[src/hdl/nps_pkg.sv]
package nps_pkg;

	localparam int ARRIVAL_W = 16;
	localparam int BURST_W = 12;
	localparam int PRIO_W = 8;
	localparam int JOB_W = 5;
	localparam int TIME_W = 17;

	localparam int MAX_PROCESSES_DEF = 16;

endpackage

[src/hdl/nonpreemptive_priority_scheduler_core.sv]
// Channel   Handshake                 Payload
// -------   -----------------------   ----------------------------------------------
// job in    start && !busy            arrival_time, burst_time, priority_level, last_job
// block out valid (one-cycle strobe)  is_idle, job_index, start_time, end_time,
//                                     turnaround, waiting, last_block
//
// A job without last_job is stored while the store has room; busy stays low.
// A job with last_job starts the schedule; every Gantt block costs one scan over the n
// stored jobs, one at a time through the single compare unit, followed by an issue
// state; at most 2n blocks for the whole schedule.
// Each block is shown for one cycle with valid high; the receiver cannot stall.
// Asynchronous reset empties the job store and returns the block to waiting for jobs.
module nonpreemptive_priority_scheduler_core
	import nps_pkg::*;
#(
	parameter int MAX_PROCESSES = MAX_PROCESSES_DEF
) (
	input  logic                 clk,
	input  logic                 arst_n,
	input  logic                 start,
	output logic                 busy,
	input  logic [ARRIVAL_W-1:0] arrival_time,
	input  logic [BURST_W-1:0]   burst_time,
	input  logic [PRIO_W-1:0]    priority_level,
	input  logic                 last_job,
	output logic                 valid,
	output logic                 is_idle,
	output logic [JOB_W-1:0]     job_index,
	output logic [TIME_W-1:0]    start_time,
	output logic [TIME_W-1:0]    end_time,
	output logic [TIME_W-1:0]    turnaround,
	output logic [TIME_W-1:0]    waiting,
	output logic                 last_block
);

	localparam int IDX_W = (MAX_PROCESSES > 1) ? $clog2(MAX_PROCESSES) : 1;
	localparam int CNT_W = $clog2(MAX_PROCESSES + 1);

	localparam logic [1:0] ST_LOAD = 2'd0;
	localparam logic [1:0] ST_SCAN = 2'd1;
	localparam logic [1:0] ST_ISSUE = 2'd2;

	logic [1:0] state_q;

	logic [ARRIVAL_W-1:0] arrival_q [MAX_PROCESSES];
	logic [BURST_W-1:0]   burst_q [MAX_PROCESSES];
	logic [PRIO_W-1:0]    prio_q [MAX_PROCESSES];

	logic [MAX_PROCESSES-1:0] finished_q;
	logic [CNT_W-1:0]         count_q;
	logic [CNT_W-1:0]         done_q;
	logic [IDX_W-1:0]         scan_q;
	logic [TIME_W-1:0]        cur_q;

	logic                 found_q;
	logic [IDX_W-1:0]     best_idx_q;
	logic [PRIO_W-1:0]    best_prio_q;
	logic [ARRIVAL_W-1:0] best_arr_q;
	logic [BURST_W-1:0]   best_burst_q;
	logic                 pend_found_q;
	logic [ARRIVAL_W-1:0] pend_min_q;

	logic                 valid_q;
	logic                 is_idle_q;
	logic [JOB_W-1:0]     job_index_q;
	logic [TIME_W-1:0]    start_time_q;
	logic [TIME_W-1:0]    end_time_q;
	logic [TIME_W-1:0]    turnaround_q;
	logic [TIME_W-1:0]    waiting_q;
	logic                 last_block_q;

	logic                 accept;
	logic                 store_room;
	logic [ARRIVAL_W-1:0] e_arr;
	logic [BURST_W-1:0]   e_burst;
	logic [PRIO_W-1:0]    e_prio;
	logic                 e_open;
	logic                 e_ready;
	logic                 e_better;
	logic                 e_earlier;
	logic                 scan_last;
	logic [TIME_W-1:0]    job_end;
	logic                 final_job;

	assign accept = start && (state_q == ST_LOAD);
	assign store_room = (count_q < CNT_W'(MAX_PROCESSES));

	// One entry per cycle goes through the shared compare unit.
	always_comb begin
		e_arr = arrival_q[scan_q];
		e_burst = burst_q[scan_q];
		e_prio = prio_q[scan_q];
		e_open = !finished_q[scan_q];
		e_ready = ({1'b0, e_arr} <= cur_q);
		e_better = !found_q || (e_prio < best_prio_q) ||
			((e_prio == best_prio_q) && (e_arr < best_arr_q));
		e_earlier = !pend_found_q || (e_arr < pend_min_q);
		scan_last = ((CNT_W'(scan_q) + CNT_W'(1)) == count_q);
		job_end = cur_q + TIME_W'(best_burst_q);
		final_job = ((done_q + CNT_W'(1)) == count_q);
	end

	always_ff @(posedge clk) begin
		if (accept && store_room) begin
			arrival_q[count_q[IDX_W-1:0]] <= arrival_time;
			burst_q[count_q[IDX_W-1:0]] <= burst_time;
			prio_q[count_q[IDX_W-1:0]] <= priority_level;
		end
	end

	always_ff @(posedge clk or negedge arst_n) begin
		if (!arst_n) begin
			state_q <= ST_LOAD;
			finished_q <= '0;
			count_q <= '0;
			done_q <= '0;
			scan_q <= '0;
			cur_q <= '0;
			found_q <= 1'b0;
			pend_found_q <= 1'b0;
			valid_q <= 1'b0;
		end else begin
			valid_q <= 1'b0;
			case (state_q)
				ST_LOAD: begin
					if (accept) begin
						if (store_room) begin
							count_q <= count_q + CNT_W'(1);
						end
						if (last_job) begin
							state_q <= ST_SCAN;
							scan_q <= '0;
							found_q <= 1'b0;
							pend_found_q <= 1'b0;
						end
					end
				end
				ST_SCAN: begin
					if (e_open) begin
						if (e_ready && e_better) begin
							found_q <= 1'b1;
						end
						if (e_earlier) begin
							pend_found_q <= 1'b1;
						end
					end
					if (scan_last) begin
						state_q <= ST_ISSUE;
					end else begin
						scan_q <= scan_q + IDX_W'(1);
					end
				end
				ST_ISSUE: begin
					valid_q <= 1'b1;
					scan_q <= '0;
					found_q <= 1'b0;
					pend_found_q <= 1'b0;
					if (found_q) begin
						if (final_job) begin
							state_q <= ST_LOAD;
							finished_q <= '0;
							count_q <= '0;
							done_q <= '0;
							cur_q <= '0;
						end else begin
							state_q <= ST_SCAN;
							finished_q[best_idx_q] <= 1'b1;
							done_q <= done_q + CNT_W'(1);
							cur_q <= job_end;
						end
					end else begin
						state_q <= ST_SCAN;
						cur_q <= {1'b0, pend_min_q};
					end
				end
				default: begin
					state_q <= ST_LOAD;
				end
			endcase
		end
	end

	// Candidate and result payload registers.
	always_ff @(posedge clk) begin
		if (state_q == ST_SCAN && e_open) begin
			if (e_ready && e_better) begin
				best_idx_q <= scan_q;
				best_prio_q <= e_prio;
				best_arr_q <= e_arr;
				best_burst_q <= e_burst;
			end
			if (e_earlier) begin
				pend_min_q <= e_arr;
			end
		end
		if (state_q == ST_ISSUE) begin
			start_time_q <= cur_q;
			if (found_q) begin
				is_idle_q <= 1'b0;
				job_index_q <= JOB_W'(best_idx_q);
				end_time_q <= job_end;
				turnaround_q <= job_end - TIME_W'(best_arr_q);
				// Waiting time equals start minus arrival.
				waiting_q <= cur_q - TIME_W'(best_arr_q);
				last_block_q <= final_job;
			end else begin
				is_idle_q <= 1'b1;
				job_index_q <= '0;
				end_time_q <= {1'b0, pend_min_q};
				turnaround_q <= '0;
				waiting_q <= '0;
				last_block_q <= 1'b0;
			end
		end
	end

	assign busy = (state_q != ST_LOAD);
	assign valid = valid_q;
	assign is_idle = is_idle_q;
	assign job_index = job_index_q;
	assign start_time = start_time_q;
	assign end_time = end_time_q;
	assign turnaround = turnaround_q;
	assign waiting = waiting_q;
	assign last_block = last_block_q;

endmodule

[config.mk]
export PLATFORM = sky130hd
export DESIGN_NAME = nonpreemptive_priority_scheduler_core
export DESIGN_NICKNAME = d
export VERILOG_FILES = /design/src/hdl/nps_pkg.sv /design/src/hdl/nonpreemptive_priority_scheduler_core.sv
export SDC_FILE = /design/constraint.sdc
export NUM_CORES = 1
export LEC_CHECK = 0
export ABC_AREA = 1
export ABC_CLOCK_PERIOD_IN_PS = 5100
export BUFFER_PORTS_ARGS = -buffer_cell sky130_fd_sc_hd__buf_4
export CORE_UTILIZATION = 40
export CTS_CLUSTER_DIAMETER = 50
export CTS_CLUSTER_SIZE = 20
export DETAILED_ROUTE_END_ITERATION = 8
export PLACE_DENSITY_LB_ADDON = 0.1
export SLEW_MARGIN = 20
export SYNTH_ARGS = -nofsm -noshare
export SYNTH_HDL_FRONTEND = slang
export SYNTH_SLANG_ARGS = --single-unit
[constraint.sdc]
create_clock -name clk -period 5.1 [get_ports clk]
set_clock_uncertainty 0.15 [all_clocks]
set_input_delay 1.02 -clock clk [delete_from_list [all_inputs] [get_ports clk]]
set_output_delay 1.02 -clock clk [all_outputs]
set_load 0.01 [all_outputs]
Yosys cells after proc, flatten, opt, wreduce, memory -nomap -nowiden
Memory sizes are Yosys's and may differ from the RTL's. A register that Yosys moved wholly into a read port is not among the register bits.
Index checks and enable logic that the tools add are counted.
{"block": "totals", "inputBits": 40, "ramBits": 576, "ff_bits": 171, "memories": 3, "elab_cells": 116}
{"block": "classes", "n_addsub": 7, "n_reduce_logical": 24, "n_eq_ne": 15, "magnitude_cmp": 8, "mux": 36, "bitwise_logic": 1}
{"name": "arrival_q", "words": 16, "word_bits": 16, "read_ports": 1, "rd_clocked_by_memory_dff": 0, "write_ports": 1, "line_no": "nonpreemptive_priority_scheduler_core.sv:45", "rtl": "logic [ARRIVAL_W-1:0] arrival_q [MAX_PROCESSES];"}
{"name": "burst_q", "words": 16, "word_bits": 12, "read_ports": 1, "rd_clocked_by_memory_dff": 1, "write_ports": 1, "line_no": "nonpreemptive_priority_scheduler_core.sv:46", "rtl": "logic [BURST_W-1:0] burst_q [MAX_PROCESSES];"}
{"name": "prio_q", "words": 16, "word_bits": 8, "read_ports": 1, "rd_clocked_by_memory_dff": 0, "write_ports": 1, "line_no": "nonpreemptive_priority_scheduler_core.sv:47", "rtl": "logic [PRIO_W-1:0] prio_q [MAX_PROCESSES];"}
{"op": "17-bit two-way mux", "count": 2}
{"op": "17-bit by 16-bit subtractor with 17-bit output", "count": 2}
{"op": "16-bit < comparator", "count": 2}
{"op": "16-bit two-way mux", "count": 2}
{"op": "5-bit two-way mux", "count": 5}
{"op": "2-bit != test (second input constant)", "count": 10}
{"op": "17-bit by 12-bit adder with 17-bit output", "count": 1}
{"op": "16-bit by 17-bit <= comparator with 1-bit output", "count": 1}
{"op": "16-bit bitwise OR", "count": 1}
{"op": "5-bit AND reduction", "count": 3}
{"op": "1-bit two-way mux", "count": 13}
{"op": "4-bit two-way mux", "count": 3}
{"op": "4-bit case mux with 3 select lines", "count": 1}
{"op": "5-bit by 1-bit adder with 5-bit output (second input constant)", "count": 2}
{"op": "5-bit equality test", "count": 2}
{"op": "4-bit by 5-bit < comparator with 1-bit output (second input constant)", "count": 2}
{"op": "5-bit case mux with 2 select lines", "count": 1}
{"op": "8-bit equality test", "count": 1}
{"op": "8-bit < comparator", "count": 1}
{"op": "2-bit two-way mux", "count": 4}
{"op": "1-bit logical AND", "count": 6}
{"op": "1-bit case mux with 3 select lines", "count": 2}
{"op": "2-bit case mux with 3 select lines", "count": 1}
{"op": "2-bit AND reduction", "count": 3}
{"op": "other kinds (15)", "count": 20}

Depth between registers and ports, before layout
An unclocked memory read counts as a cell.
{"block": "depth", "depth_word": 8, "ltp_mapped": 24, "depth_no_buf": 21}

Least setup slack after synthesis
No wires, ideal clock.
{"block": "synth_path", "path_kind": "register to register", "start": "reg scan_q[0]", "end": "reg pend_min_q[0], enable pin", "setup_slack_ns": 0.760, "arrival_time_ns": 3.777, "setup_time_ns": 0.414, "path_buffers": 5, "stages_incl_launch_ff": 18, "synth_period_minus_slack_ns": 4.340, "path_cell_list": "dfrtp_1 > buf_2 > buf_2 > buf_2 > buf_2 > clkbuf_1 > nor2_1 > o221ai_1 > nand3_1 > nand2_1 > ha_1 > a21oi_1 > nor2_1 > a211oi_1 > nand2_1 > nand2_1 > nand2_1 > a21boi_0"}
{"block": "synth_via", "word_cells_on_any_way": 8, "classes_between": "order compare: 1; mux: 2; reduce/logical: 4; memory: 1"}
{"element": "from (decl)", "line_no": "nonpreemptive_priority_scheduler_core.sv:52", "rtl": "logic [IDX_W-1:0] scan_q;"}
{"element": "from (signal assigned)", "line_no": "nonpreemptive_priority_scheduler_core.sv:150", "rtl": "scan_q <= scan_q + IDX_W'(1);"}
{"element": "memory read 16 x 16 bit"}
{"element": "named net e_arr[5]", "line_no": "nonpreemptive_priority_scheduler_core.sv:74", "rtl": "logic [ARRIVAL_W-1:0] e_arr;"}
{"element": "16-bit < comparator", "line_no": "nonpreemptive_priority_scheduler_core.sv:97", "rtl": "e_earlier = !pend_found_q || (e_arr < pend_min_q);"}
{"element": "1-bit logical OR", "line_no": "nonpreemptive_priority_scheduler_core.sv:97"}
{"element": "2-bit AND reduction (no source line)"}
{"element": "to (signal assigned)", "line_no": "nonpreemptive_priority_scheduler_core.sv:193", "rtl": "pend_min_q <= e_arr;"}
{"element": "to (decl)", "line_no": "nonpreemptive_priority_scheduler_core.sv:61", "rtl": "logic [ARRIVAL_W-1:0] pend_min_q;"}
The timed path passes the listed nets, and every way through them passes these cells. The select of a mux whose other input is x is not followed.
A chain may end at the register's enable or synchronous reset.

Final worst setup path
{"block": "layout_path", "start": "reg scan_q[0]", "end": "reg best_idx_q[3], enable pin"}
{"block": "layout_via", "elab_chain_len": 6, "word_cells_on_any_way": 15, "classes_between": "order compare: 3; eq/ne: 1; mux: 2; reduce/logical: 7; memory: 2"}
{"element": "memory read 16 x 8 bit (*)"}
{"element": "named net e_prio[6]", "line_no": "nonpreemptive_priority_scheduler_core.sv:76", "rtl": "logic [PRIO_W-1:0] e_prio;"}
{"element": "8-bit < comparator / 8-bit equality test (equally long branches)", "line_no": "nonpreemptive_priority_scheduler_core.sv:95, nonpreemptive_priority_scheduler_core.sv:96"}
{"element": "1-bit logical OR / 1-bit logical AND (equally long branches)", "line_no": "nonpreemptive_priority_scheduler_core.sv:95, nonpreemptive_priority_scheduler_core.sv:96"}
{"element": "1-bit logical OR (*)", "line_no": "nonpreemptive_priority_scheduler_core.sv:95", "rtl": "e_better = !found_q || (e_prio < best_prio_q) ||"}
{"element": "1-bit logical AND (*)", "line_no": "nonpreemptive_priority_scheduler_core.sv:186", "rtl": "if (e_ready && e_better) begin"}
{"element": "2-bit AND reduction (no source line) (*)"}
{"element": "to (signal assigned)", "line_no": "nonpreemptive_priority_scheduler_core.sv:187", "rtl": "best_idx_q <= scan_q;"}
{"element": "to (decl)", "line_no": "nonpreemptive_priority_scheduler_core.sv:56", "rtl": "logic [IDX_W-1:0] best_idx_q;"}
The timed path passes the listed nets; every way through them passes the cells marked *. The select of a mux whose other input is x is not followed.

==> reports/qor.txt <==
========================================================================================
Status                                                                      finished clean
Layout area overhead                                                               16.0%
Number of standard cells in the layout, taps in and fillers out                    3,840
Share of post-route cells with drive strength above 1                              12.2%
Tightest Pin Transition                                                          1.05 ns
Global-route wire length before repair                                        132,000 µm
Yosys cell types                                                                      45
Mean Syn Cell Area                                                              12.4 µm²
Number of top-level pins                                                             117
Via Count                                                                          21.1k
Worst-case reg-to-reg path depth                                                      16
Maximum clock frequency                                                          229 MHz
Total half-perimeter wirelength after legalization and detailed placement      49,200 µm
Post-detailed-route DRC marker count                                                   0
RR Startpoint                                                                  scan_q[0]
Hold violation total from the final report                                             0
Global route overflow                                                                  0
Number of DRC markers in iteration 0                                               1,821
Async set or reset register ratio after synthesis                                  6.86%
Number of flops mapped to enable cells by yosys                                      706
Power share of the sequential group                                                34.2%
Maximum count of clock buffers along a single path                                     3
Data arrival time of the worst path                                              4.53 ns
Number of buffers created by CTS                                                      86
Cells taking the most area after synthesis                                  sky130_fd_sc_hd__edfxtp_1, sky130_fd_sc_hd__o21ai_0, sky130_fd_sc_hd__nor2_1
Count of buffers added by post-CTS timing repair for setup                             0
DRT Pass-1 Iters                                                                       8
Cell type contributing the most total cell area after synthesis             sky130_fd_sc_hd__edfxtp_1
Number of synthesized register bits                                                  758
Antenna violations before repair                                                       5
Number of global-route vias before repair                                          20.6k
RSZ-0062 raised after global routing                                               false
Clock-pin slew of the registers on the worst-case setup and hold paths           0.06 ns
CP Launch Type                                                                      flop
Largest fanout on the critical path                                                  180
Final design area excluding fillers                                           0.0374 mm²
Number of endpoints failing setup at the final stage                                   0
Clock tree from TritonCTS                                                           done
Fraction of the yosys area taken by sequential cells                               69.7%
Syn Nets                                                                           2,756
Endpoint required time on the critical path                                      5.26 ns
Final Max Slew Viols                                                                   0
I/O Buffers                                                                          115
Maximum vdd ir drop                                                             0.360 mV
P_leak                                                                         0.0134 µW
Layout net count                                                                   2,865
Yosys top cell area share                                                          65.7%
Leading cell type in the layout, fill and taps excluded                     sky130_fd_sc_hd__edfxtp_1
Number of sinks handled by clock tree synthesis                                      758
Global placement routability congestion                                            0.876
Clk Tree Root Cell                                                          sky130_fd_sc_hd__clkbuf_16
HP Class                                                                    input pin to async pin
Std cell rows                                                                        103
Placed Cells incl. Taps                                                            3,680
Die ar.                                                                       0.0818 mm²
Number of levels in the clock H-tree                                                   3
Pin count of the biggest net entering global routing                                 181
Final sum of negative setup slack                                                   0 ns
Core outline area                                                             0.0794 mm²
Max Cap Violations                                                                     0
Cell internal pwr                                                              14,600 µW
Critical path capture point type                                                    flop
Total track usage                                                                  21.6%
Portion of the clock cycle consumed by the worst path in the final layout          85.8%
Max-slew headroom                                                                  30.0%
Placement Cell Area                                                           0.0345 mm²
Die Ht                                                                            286 µm
Power density normalized to cell area                                         654 mW/mm²
DIE WIDTH                                                                         286 µm
Setup slack of the worst register-to-register path                               0.73 ns
Clock Latency Late Sink                                                          0.64 ns
Antenna-violating nets left                                                            0
Total routed wirelength                                                        88,200 µm
Effective utilization at floorplan                                                 40.6%
Relative contribution of combinational cells to total power                        40.2%
Portion of total power attributed to the clock network                             25.6%
Most frequently used flop master after synthesis                            sky130_fd_sc_hd__edfxtp_1
Leading cell types in the layout, fill and taps excluded                    sky130_fd_sc_hd__edfxtp_1, sky130_fd_sc_hd__o21ai_0, sky130_fd_sc_hd__nor2_1
Detailed-route vias per instance                                                    5.48
R2R Path End                                                                best_idx_q[3]
Yosys synthesis warning count                                                          0
Average wire per standard cell                                                   23.0 µm
Clock period minus worst slack                                                   4.37 ns
Post-synthesis cell area                                                      0.0323 mm²
Type of the worst setup path                                                flop to flop
Gates resized, CTS repair                                                              0
Number of hold buffers added after CTS                                                 0
Sw Ratio                                                                           40.4%
Sw power                                                                         9890 µW
Count of mapped cells out of synthesis                                             2,609
========================================================================================
-- layout make-up --
| class | instances | area (µm²) |
|---|---|---|
| diodes | 2 | 5.00 |
| clock buffers | 97 | 2240 |
| clock inverters | 61 | 688 |
| fillers | 7094 | 42000 |
| inverters | 162 | 617 |
| multi-input cells | 1551 | 8750 |
| flip-flops and latches | 758 | 22500 |
| well taps | 1050 | 1310 |
| repair buffers | 159 | 1310 |
-- flip-flops by register name, summed over array words and instances (netlist names), 17 cells and up --
| register | cells |
|---|---|
| cur_q | 17 |
| arrival_q | 256 |
| end_time | 17 |
| start_time | 17 |
| burst_q | 192 |
| prio_q | 128 |
| waiting | 17 |
| turnaround | 17 |
-- kinds of logic after synthesis --
kind of cell               after synthesis  share of synthesized area [%]
xor gates and xnor gates                26                          0.706
other                                    1                         0.0116
DFF                                    758                           69.7
buffers and inverters                  300                           3.54
muxes                                    1                         0.0349
adders and majority gates              107                           4.22
AOI/OAI and AO/OA                      709                           13.0
and+or+nand+nor                        707                           8.76
-- worst max-delay path: stages, from the launching register on --
cell and delay [ns]:
sky130_fd_sc_hd__dfrtp_4 0.57, sky130_fd_sc_hd__inv_8 0.71, sky130_fd_sc_hd__buf_4 0.51, sky130_fd_sc_hd__o21ai_0 0.15, sky130_fd_sc_hd__o221ai_1 0.17, sky130_fd_sc_hd__o211ai_1 0.11, sky130_fd_sc_hd__nand2_1 0.16, sky130_fd_sc_hd__ha_1 0.13
sky130_fd_sc_hd__nand2_1 0.06, sky130_fd_sc_hd__nor2_1 0.18, sky130_fd_sc_hd__nand3_1 0.14, sky130_fd_sc_hd__nor3_1 0.19, sky130_fd_sc_hd__nand2_1 0.08, sky130_fd_sc_hd__nand2_1 0.10, sky130_fd_sc_hd__nand3_1 0.13, sky130_fd_sc_hd__inv_2 0.11
sky130_fd_sc_hd__buf_12 0.26
-- metrics by stage --
step / util, % / hold WS [ns] / setup slack, ns / total power (µW)
global route: 47.2 / 0.353 / 0.404 / 26100
global placement: 43.5 / 0.337 / 0.768 / 18200
floorplan: - / 0.317 / 0.760 / 15000
detailed placement: 43.5 / 0.347 / 0.752 / 18300
CTS: 47.1 / 0.310 / 0.740 / 24700
finish: 47.2 / 0.314 / 0.727 / 24500
-- layer usage --
metal	GRT usage (%)	up-vias	wire length [µm]
li1	-	9856	-
met1	28.8	10500	38700
met2	36.7	582	43300
met3	3.29	131	4330
met4	5.70	2	1860
met5	0	-	13
-- power groups by stage --
stage / Combinational [µW] / Sequential (µW) / Clock [µW]
after detailed placement: 9820 / 8520 / 0
after CTS: 9860 / 8390 / 6410
after global routing: 11100 / 8450 / 6630
after global placement: 9650 / 8500 / 0
after floorplan: 6560 / 8390 / 0
final: 9820 / 8380 / 6260
-- worst max-delay path by stage --
| stage | depth (start not counted) | to | from |
|---|---|---|---|
| after floorplan | 17 | pend_min_q[0] | scan_q[0] |
| after global placement | 16 | best_burst_q[2] | scan_q[0] |
| after detailed placement | 16 | best_idx_q[2] | scan_q[0] |
| after CTS | 14 | best_arr_q[2] | scan_q[0] |
| after global routing | 15 | best_arr_q[2] | scan_q[0] |
| final | 16 | best_idx_q[3] | scan_q[0] |
-- Yosys cell counts, types with 4 or more instances --
cell	instances
sky130_fd_sc_hd__a21o_1	4
sky130_fd_sc_hd__o221ai_1	106
sky130_fd_sc_hd__buf_1	6
sky130_fd_sc_hd__a21oi_1	113
sky130_fd_sc_hd__inv_1	161
sky130_fd_sc_hd__o211ai_1	43
sky130_fd_sc_hd__ha_1	104
sky130_fd_sc_hd__dfrtp_1	52
sky130_fd_sc_hd__o21a_1	9
sky130_fd_sc_hd__nor3_1	12
sky130_fd_sc_hd__o21ai_1	5
sky130_fd_sc_hd__edfxtp_1	706
sky130_fd_sc_hd__nand2_1	240
sky130_fd_sc_hd__xnor2_1	6
sky130_fd_sc_hd__o22ai_1	40
sky130_fd_sc_hd__a211oi_1	5
sky130_fd_sc_hd__nand3_1	73
sky130_fd_sc_hd__clkbuf_1	122
sky130_fd_sc_hd__o21ai_0	368
sky130_fd_sc_hd__xor2_1	20
sky130_fd_sc_hd__buf_2	9
sky130_fd_sc_hd__nor2_1	364
sky130_fd_sc_hd__nand4_1	10
No activity file was read; power rests on OpenSTA's default activity.
